===== src/sv/positional_circular_list_defines.svh =====
// Assertion macros for the list RTL.
`ifndef POSITIONAL_CIRCULAR_LIST_DEFINES_SVH
`define POSITIONAL_CIRCULAR_LIST_DEFINES_SVH

`ifndef SYNTHESIS

// Check post in the same cycle that pre holds.
`define PCL_ASSERT_NOW(label, pre, post, msg) \
    label: assert property (@(posedge i_clk) disable iff (!i_rst_n) (pre) |-> (post)) \
        else $error(msg);

// Check post in the cycle after pre holds.
`define PCL_ASSERT_NEXT(label, pre, post, msg) \
    label: assert property (@(posedge i_clk) disable iff (!i_rst_n) (pre) |=> (post)) \
        else $error(msg);

`else

`define PCL_ASSERT_NOW(label, pre, post, msg)
`define PCL_ASSERT_NEXT(label, pre, post, msg)

`endif

`endif


===== src/sv/pcl_pkg.sv =====
package pcl_pkg;

    localparam int FuncWidth  = 3;
    localparam int OutWidth   = 32;
    localparam int PosWidth   = 5;
    localparam int CountWidth = 5;

    typedef enum logic [FuncWidth-1:0] {
        FN_INS_FIRST = 3'd0,
        FN_INS_LAST  = 3'd1,
        FN_INS_AT    = 3'd2,
        FN_DEL_FIRST = 3'd3,
        FN_DEL_LAST  = 3'd4,
        FN_DEL_AT    = 3'd5,
        FN_DISPLAY   = 3'd6,
        FN_COUNT     = 3'd7
    } t_func;

    typedef enum logic [1:0] {
        ST_OK     = 2'd0,
        ST_BADPOS = 2'd1,
        ST_EMPTY  = 2'd2,
        ST_FULL   = 2'd3
    } t_status;

    typedef enum logic [1:0] {
        OP_NOP = 2'd0,
        OP_INS = 2'd1,
        OP_DEL = 2'd2,
        OP_ROT = 2'd3
    } t_op;

    typedef struct packed {
        t_op     op;
        logic    disp_start;
        logic    load;
        logic    elem;
        t_status status;
    } t_dp_cmd;

    typedef struct packed {
        logic full;
        logic empty;
        logic ins_pos_ok;
        logic del_pos_ok;
        logic disp_last;
    } t_dp_stat;

endpackage


===== src/sv/pcl_datapath.sv =====
module pcl_datapath #(
    parameter int CAPACITY   = 16,
    parameter int DATA_WIDTH = 32
) (
    input  logic                                  i_clk,
    input  logic                                  i_rst_n,
    input  logic [pcl_pkg::FuncWidth-1:0]         i_func,
    input  logic signed [pcl_pkg::OutWidth-1:0]   i_value,
    input  logic [pcl_pkg::PosWidth-1:0]          i_position,
    input  pcl_pkg::t_dp_cmd                      i_cmd,
    output pcl_pkg::t_dp_stat                     o_stat,
    output logic signed [pcl_pkg::OutWidth-1:0]   o_data,
    output logic                                  o_is_element,
    output logic                                  o_last,
    output logic [pcl_pkg::CountWidth-1:0]        o_count,
    output logic [1:0]                            o_status
);

    localparam int SW   = $clog2(CAPACITY + 1);
    localparam int IW   = $clog2(CAPACITY);
    localparam int CW   = ((SW > pcl_pkg::PosWidth) ? SW : pcl_pkg::PosWidth) + 1;
    localparam int OW   = pcl_pkg::OutWidth;
    localparam int CntW = pcl_pkg::CountWidth;

    logic [DATA_WIDTH-1:0] r_cell [CAPACITY];
    logic [SW-1:0]         r_size;
    logic [SW-1:0]         n_size;
    logic [IW-1:0]         r_disp_idx;

    logic signed [OW-1:0]  r_res_data;
    logic                  r_res_elem;
    logic                  r_res_last;
    logic [CntW-1:0]       r_res_count;
    logic [1:0]            r_res_status;

    logic [CW-1:0]         size_w;
    logic [CW-1:0]         pos_w;
    logic [CW-1:0]         idx_w;
    logic                  disp_last;
    logic [DATA_WIDTH-1:0] val_st;
    logic [OW-1:0]         head_out;

    assign size_w = CW'(r_size);
    assign pos_w  = CW'(i_position);

    // Target index of the shift for insert and delete.
    always_comb begin
        unique case (pcl_pkg::t_func'(i_func)) inside
            pcl_pkg::FN_INS_FIRST, pcl_pkg::FN_DEL_FIRST: idx_w = '0;
            pcl_pkg::FN_INS_LAST:                         idx_w = size_w;
            pcl_pkg::FN_DEL_LAST:                         idx_w = size_w - CW'(1);
            pcl_pkg::FN_INS_AT, pcl_pkg::FN_DEL_AT:       idx_w = pos_w - CW'(1);
            default:                                      idx_w = '0;
        endcase
    end

    assign disp_last = (CW'(r_disp_idx) + CW'(1)) == size_w;

    assign o_stat.full       = size_w == CW'(CAPACITY);
    assign o_stat.empty      = r_size == '0;
    assign o_stat.ins_pos_ok = (pos_w != '0) && (pos_w <= size_w + CW'(1));
    assign o_stat.del_pos_ok = (pos_w != '0) && (pos_w <= size_w);
    assign o_stat.disp_last  = disp_last;

    generate
        if (DATA_WIDTH <= OW) begin : g_narrow
            assign val_st = i_value[DATA_WIDTH-1:0];
        end else begin : g_wide
            assign val_st = {{(DATA_WIDTH-OW){i_value[OW-1]}}, i_value};
        end
        if (DATA_WIDTH >= OW) begin : g_head_trunc
            assign head_out = r_cell[0][OW-1:0];
        end else begin : g_head_ext
            assign head_out = {{(OW-DATA_WIDTH){r_cell[0][DATA_WIDTH-1]}}, r_cell[0]};
        end
    endgenerate

    // Affected cells shift in parallel; rotate brings the head around behind the tail.
    generate
        for (genvar g = 0; g < CAPACITY; g++) begin : g_cell
            localparam int Prev = (g == 0) ? 0 : g - 1;
            localparam int Next = (g == CAPACITY - 1) ? g : g + 1;
            always_ff @(posedge i_clk) begin
                unique case (i_cmd.op)
                    pcl_pkg::OP_INS: begin
                        if (CW'(g) > idx_w) begin
                            r_cell[g] <= r_cell[Prev];
                        end else if (CW'(g) == idx_w) begin
                            r_cell[g] <= val_st;
                        end
                    end
                    pcl_pkg::OP_DEL: begin
                        if ((CW'(g) >= idx_w) && (g < CAPACITY - 1)) begin
                            r_cell[g] <= r_cell[Next];
                        end
                    end
                    pcl_pkg::OP_ROT: begin
                        if (CW'(g) + CW'(1) < size_w) begin
                            r_cell[g] <= r_cell[Next];
                        end else if (CW'(g) + CW'(1) == size_w) begin
                            r_cell[g] <= r_cell[0];
                        end
                    end
                    default: begin
                    end
                endcase
            end
        end
    endgenerate

    always_comb begin
        unique case (i_cmd.op)
            pcl_pkg::OP_INS: n_size = r_size + SW'(1);
            pcl_pkg::OP_DEL: n_size = r_size - SW'(1);
            default:         n_size = r_size;
        endcase
    end

    always_ff @(posedge i_clk) begin
        if (!i_rst_n) begin
            r_size     <= '0;
            r_disp_idx <= '0;
        end else begin
            r_size <= n_size;
            if (i_cmd.disp_start) begin
                r_disp_idx <= '0;
            end else if (i_cmd.op == pcl_pkg::OP_ROT) begin
                r_disp_idx <= r_disp_idx + IW'(1);
            end
        end
    end

    always_ff @(posedge i_clk) begin
        if (i_cmd.load) begin
            r_res_data   <= i_cmd.elem ? head_out : '0;
            r_res_elem   <= i_cmd.elem;
            r_res_last   <= !i_cmd.elem || disp_last;
            r_res_count  <= CntW'(n_size);
            r_res_status <= i_cmd.status;
        end
    end

    assign o_data       = r_res_data;
    assign o_is_element = r_res_elem;
    assign o_last       = r_res_last;
    assign o_count      = r_res_count;
    assign o_status     = r_res_status;

endmodule


===== src/sv/pcl_ctrl.sv =====
module pcl_ctrl (
    input  logic                          i_clk,
    input  logic                          i_rst_n,
    input  logic                          i_valid,
    input  logic                          i_stall,
    input  logic [pcl_pkg::FuncWidth-1:0] i_func,
    input  pcl_pkg::t_dp_stat             i_stat,
    output logic                          o_stall,
    output logic                          o_valid,
    output pcl_pkg::t_dp_cmd              o_cmd
);

    typedef enum logic [1:0] {
        S_IDLE = 2'b01,
        S_DISP = 2'b10
    } t_state;

    t_state r_state;
    t_state n_state;
    logic   r_out_valid;
    logic   out_free;

    assign out_free = !r_out_valid || !i_stall;
    assign o_stall  = !((r_state == S_IDLE) && out_free);
    assign o_valid  = r_out_valid;

    always_comb begin
        n_state           = r_state;
        o_cmd.op          = pcl_pkg::OP_NOP;
        o_cmd.disp_start  = 1'b0;
        o_cmd.load        = 1'b0;
        o_cmd.elem        = 1'b0;
        o_cmd.status      = pcl_pkg::ST_OK;
        unique case (r_state)
            S_IDLE: begin
                if (i_valid && out_free) begin
                    o_cmd.load = 1'b1;
                    unique case (pcl_pkg::t_func'(i_func)) inside
                        pcl_pkg::FN_INS_FIRST, pcl_pkg::FN_INS_LAST, pcl_pkg::FN_INS_AT: begin
                            if (i_stat.full) begin
                                o_cmd.status = pcl_pkg::ST_FULL;
                            end else if ((pcl_pkg::t_func'(i_func) == pcl_pkg::FN_INS_AT)
                                         && !i_stat.ins_pos_ok) begin
                                o_cmd.status = pcl_pkg::ST_BADPOS;
                            end else begin
                                o_cmd.op = pcl_pkg::OP_INS;
                            end
                        end
                        pcl_pkg::FN_DEL_FIRST, pcl_pkg::FN_DEL_LAST, pcl_pkg::FN_DEL_AT: begin
                            if (i_stat.empty) begin
                                o_cmd.status = pcl_pkg::ST_EMPTY;
                            end else if ((pcl_pkg::t_func'(i_func) == pcl_pkg::FN_DEL_AT)
                                         && !i_stat.del_pos_ok) begin
                                o_cmd.status = pcl_pkg::ST_BADPOS;
                            end else begin
                                o_cmd.op = pcl_pkg::OP_DEL;
                            end
                        end
                        pcl_pkg::FN_DISPLAY: begin
                            if (i_stat.empty) begin
                                o_cmd.status = pcl_pkg::ST_EMPTY;
                            end else begin
                                // hold the result slot; elements follow from S_DISP
                                o_cmd.load       = 1'b0;
                                o_cmd.disp_start = 1'b1;
                                n_state          = S_DISP;
                            end
                        end
                        default: begin
                        end
                    endcase
                end
            end
            S_DISP: begin
                if (out_free) begin
                    o_cmd.op   = pcl_pkg::OP_ROT;
                    o_cmd.load = 1'b1;
                    o_cmd.elem = 1'b1;
                    if (i_stat.disp_last) begin
                        n_state = S_IDLE;
                    end
                end
            end
            default: n_state = S_IDLE;
        endcase
    end

    always_ff @(posedge i_clk) begin
        if (!i_rst_n) begin
            r_state     <= S_IDLE;
            r_out_valid <= 1'b0;
        end else begin
            r_state <= n_state;
            if (o_cmd.load) begin
                r_out_valid <= 1'b1;
            end else if (!i_stall) begin
                r_out_valid <= 1'b0;
            end
        end
    end

endmodule


===== src/sv/positional_circular_list.sv =====
// A non-display transaction's result is registered and shows in the cycle after acceptance.
// Throughput: one non-display transaction per cycle while results are taken.
// Display: S_DISP rotates the ring and registers one element per cycle while results are
// taken; the input stalls while the element ring rotates once.
// Reset: synchronous active low; clears the count and output valid, not the elements.
`include "positional_circular_list_defines.svh"

module positional_circular_list #(
    parameter int CAPACITY   = 16,
    parameter int DATA_WIDTH = 32
) (
    input  logic                                i_clk,
    input  logic                                i_rst_n,
    input  logic                                i_valid,
    output logic                                o_stall,
    input  logic [pcl_pkg::FuncWidth-1:0]       i_func,
    input  logic signed [pcl_pkg::OutWidth-1:0] i_value,
    input  logic [pcl_pkg::PosWidth-1:0]        i_position,
    output logic                                o_valid,
    input  logic                                i_stall,
    output logic signed [pcl_pkg::OutWidth-1:0] o_data,
    output logic                                o_is_element,
    output logic                                o_last,
    output logic [pcl_pkg::CountWidth-1:0]      o_count,
    output logic [1:0]                          o_status
);

    pcl_pkg::t_dp_cmd  dp_cmd;
    pcl_pkg::t_dp_stat dp_stat;

    pcl_ctrl u_ctrl (
        .i_clk   (i_clk),
        .i_rst_n (i_rst_n),
        .i_valid (i_valid),
        .i_stall (i_stall),
        .i_func  (i_func),
        .i_stat  (dp_stat),
        .o_stall (o_stall),
        .o_valid (o_valid),
        .o_cmd   (dp_cmd)
    );

    pcl_datapath #(
        .CAPACITY   (CAPACITY),
        .DATA_WIDTH (DATA_WIDTH)
    ) u_datapath (
        .i_clk        (i_clk),
        .i_rst_n      (i_rst_n),
        .i_func       (i_func),
        .i_value      (i_value),
        .i_position   (i_position),
        .i_cmd        (dp_cmd),
        .o_stat       (dp_stat),
        .o_data       (o_data),
        .o_is_element (o_is_element),
        .o_last       (o_last),
        .o_count      (o_count),
        .o_status     (o_status)
    );

    `PCL_ASSERT_NOW(a_elem_ok, o_valid && o_is_element, o_status == pcl_pkg::ST_OK,
                    "element with bad status")
    `PCL_ASSERT_NOW(a_elem_count, o_valid && o_is_element, o_count != '0,
                    "element from empty list")
    `PCL_ASSERT_NOW(a_nonlast_elem, o_valid && !o_last, o_is_element,
                    "non-final result without element")
    `PCL_ASSERT_NEXT(a_count_result,
                     i_valid && !o_stall && (i_func == pcl_pkg::FN_COUNT),
                     o_valid && o_last && !o_is_element, "count transaction gave no result")

endmodule


===== config.mk =====
export PLATFORM = sky130hd
export DESIGN_NAME = positional_circular_list
export DESIGN_NICKNAME = d
export VERILOG_FILES = /design/src/sv/pcl_pkg.sv /design/src/sv/pcl_datapath.sv /design/src/sv/pcl_ctrl.sv /design/src/sv/positional_circular_list.sv
export VERILOG_INCLUDE_DIRS = /design/src /design/src/sv
export SDC_FILE = /design/constraint.sdc
export NUM_CORES = 2
export LEC_CHECK = 0
export BUFFER_PORTS_ARGS = -buffer_cell sky130_fd_sc_hd__buf_2
export CORE_MARGIN = 2
export CORE_UTILIZATION = 35
export DETAILED_ROUTE_END_ITERATION = 8
export PLACE_DENSITY = 0.55
export SLEW_MARGIN = 20
export SYNTH_ARGS = -nofsm -noshare
export SYNTH_HDL_FRONTEND = slang
export SYNTH_SLANG_ARGS = --single-unit

===== constraint.sdc =====
create_clock -name i_clk -period 7.3 [get_ports i_clk]
set_input_delay 0.365 -clock i_clk [delete_from_list [all_inputs] [get_ports i_clk]]
set_output_delay 0.365 -clock i_clk [all_outputs]
set_load 0.02 [all_outputs]

* Yosys cells after proc, flatten, opt, wreduce, memory -nomap -nowiden
Memory sizes are Yosys's and may differ from the RTL's. Index checks and enable logic that the tools add are counted.
Storage, ports and cells: register bits 53, memory bits (writable) 512, output and inout port bits 43, memories 1
Operators by class: add/sub/neg operators 7, $lt $le $gt $ge 49, equality and inequality tests 50, multiplexer cells 361, bitwise operators 64, reduce and logical (&&, ||, !) cells 24
Memory list:
- u_datapath.r_cell | words 16, width 32, read ports 16, clocked after memory_dff 0, write ports 16, line pcl_datapath.sv:25 | logic [DATA_WIDTH-1:0] r_cell [CAPACITY];
Operator list (number):
- two-way mux 32 bit | 63
- two-way mux 1 bit | 276
- OR 1 bit | 63
- equality test 4 x 6 -> 1 bit (first input constant) | 8
- greater-than comparator 4 x 6 -> 1 bit (first input constant) | 8
- >= comparator 4 x 6 -> 1 bit (first input constant) | 7
- equality test 4 x 5 -> 1 bit (first input constant) | 8
- less-than comparator 4 x 5 -> 1 bit (first input constant) | 8
- two-way mux 2 bit | 14
- equality test 3 x 6 -> 1 bit (first input constant) | 4
- >= comparator 3 x 6 -> 1 bit (first input constant) | 4
- greater-than comparator 3 x 6 -> 1 bit (first input constant) | 4
- equality test 3 x 5 -> 1 bit (first input constant) | 4
- less-than comparator 3 x 5 -> 1 bit (first input constant) | 4
- one-hot mux 6 bit (3 select lines) | 1
- equality test 2 x 6 -> 1 bit (first input constant) | 2
- >= comparator 1 x 6 -> 1 bit (first input constant) | 2
- >= comparator 2 x 6 -> 1 bit (first input constant) | 2
- greater-than comparator 1 x 6 -> 1 bit (first input constant) | 2
- greater-than comparator 2 x 6 -> 1 bit (first input constant) | 2
- one-hot mux 2 bit (2 select lines) | 3
- subtractor 5 x 1 -> 6 bit (second input constant) | 2
- equality test 2 x 5 -> 1 bit (first input constant) | 2
- less-than comparator 2 x 5 -> 1 bit (first input constant) | 2
- other kinds (37) | 60

* Depth between registers and ports, before layout
depth after elaboration 17, gate-level depth with buffers 22

* Cells and area by module
A second synthesis with hierarchy kept.
Unflattened totals: cells, all modules 3156, area total of the unflattened synthesis 33576.0 sq um
By module, submodules not included:
- pcl_datapath | times used 1, cells each 3111, area each 33218.1 sq um, sequential area each 16786.1 sq um
- pcl_ctrl | times used 1, cells each 45, area each 357.8 sq um, sequential area each 60.1 sq um

* Least setup slack after synthesis
Ideal clock, no wire load.
path type reg-to-reg, start register u_datapath.r_size[0], end memory u_datapath.r_cell[15][4] (netlist: u_datapath.r_cell[3][100]) (enable), setup time 0.466 ns, arrival 5.841 ns, required time 6.834 ns, slack 0.994 ns, stages on the path, launching flop included 19, clock period less this slack 6.306 ns, cell sequence dfxtp_1 -> buf_2 -> inv_1 -> ha_1 -> inv_1 -> ha_1 -> nor2b_1 -> o21a_1 -> o21a_1 -> o21ai_0 -> a21oi_1 -> nor3_1 -> o21ba_2 -> ha_1 -> nor3b_1 -> nand3_1 -> buf_2 -> buf_1 -> o21ai_0
RTL lines:
- start, declared | line pcl_datapath.sv:26 | logic [SW-1:0] r_size;
- start signal, assigned | line pcl_datapath.sv:124 | r_size <= n_size;
- end, declared | line pcl_datapath.sv:25

==> results.cfg <==
[pwr]
leakage_nw = 13.3
worst_ir_drop_vdd_mv = 0.134
power.density_nw_per_um2 = 224

[sta]
tightest_slew_ns = 1.18
period_needed_ns = 5.72
max_clock_freq_ghz = 0.175
hold_viol = 0
finalCritPeriodShare = 0.783
rsz0062_at_grt = false
setup_viol = 0
slew_headroom = 0.213
slew_viol_final = 0
skew_ns = 0.0296
tns_ns = 0

[detailed_routing]
drt_wl_total_microns = 116000
dr.pass1.iters = 5
first_iter_violations = 3088
vias = 27500
avgRoutedWirePerCell_microns = 25.4
routed_via_density = 6.02
detail_route.drc_violations = 0
drtAntennaViolNets = 0

[clock_tree]
cts_tree = yes
cts_sinks = 565
htreeDepth = 3
cts.path.max_buffers = 3
clk_pin_slew_worst_paths_ns = 0.06
post_cts_buffers = 0
clk_latency_ns = 0.61
cts-root-buf = clkbuf_16
cts_buffers = 68
cts_hold_buf = 0
ctsResizeCount = 0

[synth]
yosys.area_share.simple = 0.152
synth_seq_cells = 565
yosysWarningCount = 0
yosys-top-cells-area = edfxtp_1 (49%), mux2i_1 (6.6%), nand2_1 (4.7%), and3_1 (3.6%), a211oi_1 (3.5%)
synthFlopType = edfxtp_1
synth_area_leader_cell = edfxtp_1
synth.distinct_cells = 89
synth_top_cell_area_share = 0.487
synth_compound_area_frac = 0.194
synth_top_family_by_area = compound AO/OA/AOI/OAI gates
synth-edff-count = 553
avgSynthCellArea_sq_um = 10.2
synth_nets = 3415
synth-xor-area-share = 0.00462
synth_adder_area_share = 0.00976
syn_area_sq_um = 34100
yosysSeqAreaShare = 0.494
async_flop_share = 0
synthCells = 3345
synthMuxAreaShare = 0.0875

[setup_path]
cp-end-kind = flip-flop
worstPathRequired_ns = 7.63
critPathKind = flip-flop to flip-flop
path_max_fanout = 32
rr_endpoint = u_datapath.r_cell[1][35]$_DFFE_PP_
worst_r2r_path_depth = 18
start_kind = flip-flop
r2r-start = u_datapath.r_size[1]$_SDFF_PN0_
cp.arrival_ns = 6.05
r2r_setup_slack_ns = 1.58

[final_layout]
design_area_sq_um = 37600
drive_gt1_frac = 0.116
nNetsFinal = 3300
nFillCells = 9375
synthToLayoutAreaGrowth_pct = 10.2

[worst_hold_path]
whs_endpoint = u_ctrl.o_valid$_SDFFE_PN0P_
min_from = i_rst_n
hp-class = input pin to flip-flop
holdPathStages = 2

[grt]
grt_pass1_wl_microns = 176000
grt_pass1_vias = 26600
grt_usage = 0.227
overflow = 0
grt_antenna_before_repair = 7
grt_max_degree = 67

[floorplan]
die_w_microns = 316
initial_core_util = 0.353
core_area_sq_um = 96600
io_pins = 87
rows = 114
design.die.area_sq_um = 99900
die_h_microns = 316

[placement]
post_dp_cell_area_sq_um = 35400
numPortBuffers = 86
gp_congestion = 0.870
place_hpwl_microns = 75100

[job]
max_cap_viol_count = 0

[outcome]
run_status = finished clean
layout make-up:
| type | count | area [sq um] | share of cell area |
|---|---|---|---|
| diodes | 7 | 17.5 | 0.000466 |
| inverters | 107 | 402 | 0.0107 |
| flip-flops and latches | 565 | 16800 | 0.448 |
| well taps | 1276 | 1600 | 0.0425 |
| clock buffers | 90 | 1890 | 0.0503 |
| repair buffers | 178 | 1120 | 0.0298 |
| multi-input cells | 2310 | 15500 | 0.412 |
| clock inverters | 30 | 213 | 0.00566 |
cells in the mapped netlist, types with 7 or more instances:
cell and n:
edfxtp_1 553, nand2_1 430, clkbuf_1 248, mux2i_1 226, and3_1 194, o21ai_0 189
nand3_1 177, o21ai_1 163, a211oi_1 160, o211ai_1 136, inv_1 105, buf_2 84
nor2_1 67, o221ai_1 64, mux2_1 61, nor3_1 48, a21oi_1 47, or3_1 45
a32oi_1 34, a221o_1 32, o211ai_2 31, o221a_1 30, ha_1 25, buf_4 14
dfxtp_1 12, o21a_1 11, buf_6 10, xnor2_1 10, nor2b_1 8, xor2_1 8
and2_1 7, buf_1 7, nand2b_1 7
per-stage QoR:
| stage | cells | hold slack (ns) | utilization | power (mW) | setup WS, ns |
|---|---|---|---|---|---|
| 5_1_grt | 4559 | 0.0977 | 0.389 | 8.70 | 1.17 |
| 3_3_place_gp | 4436 | 0.474 | 0.367 | 5.13 | 1.34 |
| 2_1_floorplan | 3345 | 0.453 | - | 4.77 | 0.994 |
| 3_5_place_dp | 4436 | 0.475 | 0.367 | 5.15 | 1.48 |
| 4_1_cts | 4556 | 0.0681 | 0.389 | 8.45 | 1.46 |
| 6_report | 4563 | 0.0940 | 0.389 | 8.42 | 1.58 |
placed cells by master, fill, tap and decap left out, types with 47 or more instances in the layout:
cell type,Yosys,layout
a21oi_1,47,47
o21ai_0,189,186
mux2i_1,226,226
a211oi_1,160,160
mux2_1,61,61
nand2_1,430,430
buf_2,84,86
o221ai_1,64,64
buf_4,14,92
o211ai_1,136,136
clkbuf_16,0,72
nand3_1,177,174
edfxtp_1,553,553
and3_1,194,193
inv_1,105,105
o21ai_1,163,155
nor2_1,67,61
critical path, stage by stage (launching register included):
cell and delay (ns):
dfxtp_1 0.30, buf_4 0.25, clkinv_1 0.36, ha_1 0.43, inv_1 0.04, ha_1 0.28, nor2b_1 0.14, o21a_1 0.16
o21a_1 0.17, o21ai_0 0.14, a21oi_1 0.10, nor3_1 0.26, o21ba_2 0.18, ha_1 0.17, nor3b_1 0.39, and3_4 0.52
and4_2 1.08, mux2i_1 0.29, o211ai_1 0.11
kinds of logic after synthesis:
family                     Yosys count
AOI/OAI and AO/OA                  939
xor gates and xnor gates            18
adders and majority gates           26
buffers and inverters              470
DFF                                565
muxes                              290
and+or+nand+nor                   1037
worst max path at each step:
stage | startpoint | end | slack, ns | cells after the start
floorplan | u_datapath.r_size[0]$_SDFF_PN0_ | u_datapath.r_cell[3][100]$_DFFE_PP_ | 0.99 | 18
global placement | u_datapath.r_size[1]$_SDFF_PN0_ | u_datapath.r_cell[2][3]$_DFFE_PP_ | 1.34 | 19
detailed placement | u_datapath.r_size[1]$_SDFF_PN0_ | u_datapath.r_cell[2][17]$_DFFE_PP_ | 1.48 | 19
CTS | u_datapath.r_size[1]$_SDFF_PN0_ | u_datapath.r_cell[2][26]$_DFFE_PP_ | 1.46 | 19
global route | u_datapath.r_size[1]$_SDFF_PN0_ | u_datapath.r_cell[1][63]$_DFFE_PP_ | 1.17 | 18
finish | u_datapath.r_size[1]$_SDFF_PN0_ | u_datapath.r_cell[1][35]$_DFFE_PP_ | 1.58 | 18
metal layers:
| layer | GRT usage | wire [microns] |
|---|---|---|
| met1 | 0.332 | 53300 |
| met2 | 0.350 | 51400 |
| met3 | 0.0268 | 7990 |
| met4 | 0.0701 | 3070 |
| met5 | 0 | 16 |
where the power goes:
group          switching (mW)  total, mW  internal, mW
Clock                    1.42       3.32          1.89
Combinational           0.680       1.02         0.342
Sequential              0.174       4.08          3.91
sequential cells by signal, indices dropped and copies added, names as in the netlist:
name and flops:
u_datapath.o_count 5, u_datapath.o_last 1, u_ctrl.o_valid 1, u_datapath.o_is_element 1, u_datapath.o_data 32, u_datapath.r_size 5, u_ctrl.r_state 2, u_datapath.r_cell 512
u_datapath.r_disp_idx 4, u_datapath.o_status 2
Note: power is estimated with default switching activity, not from simulation.
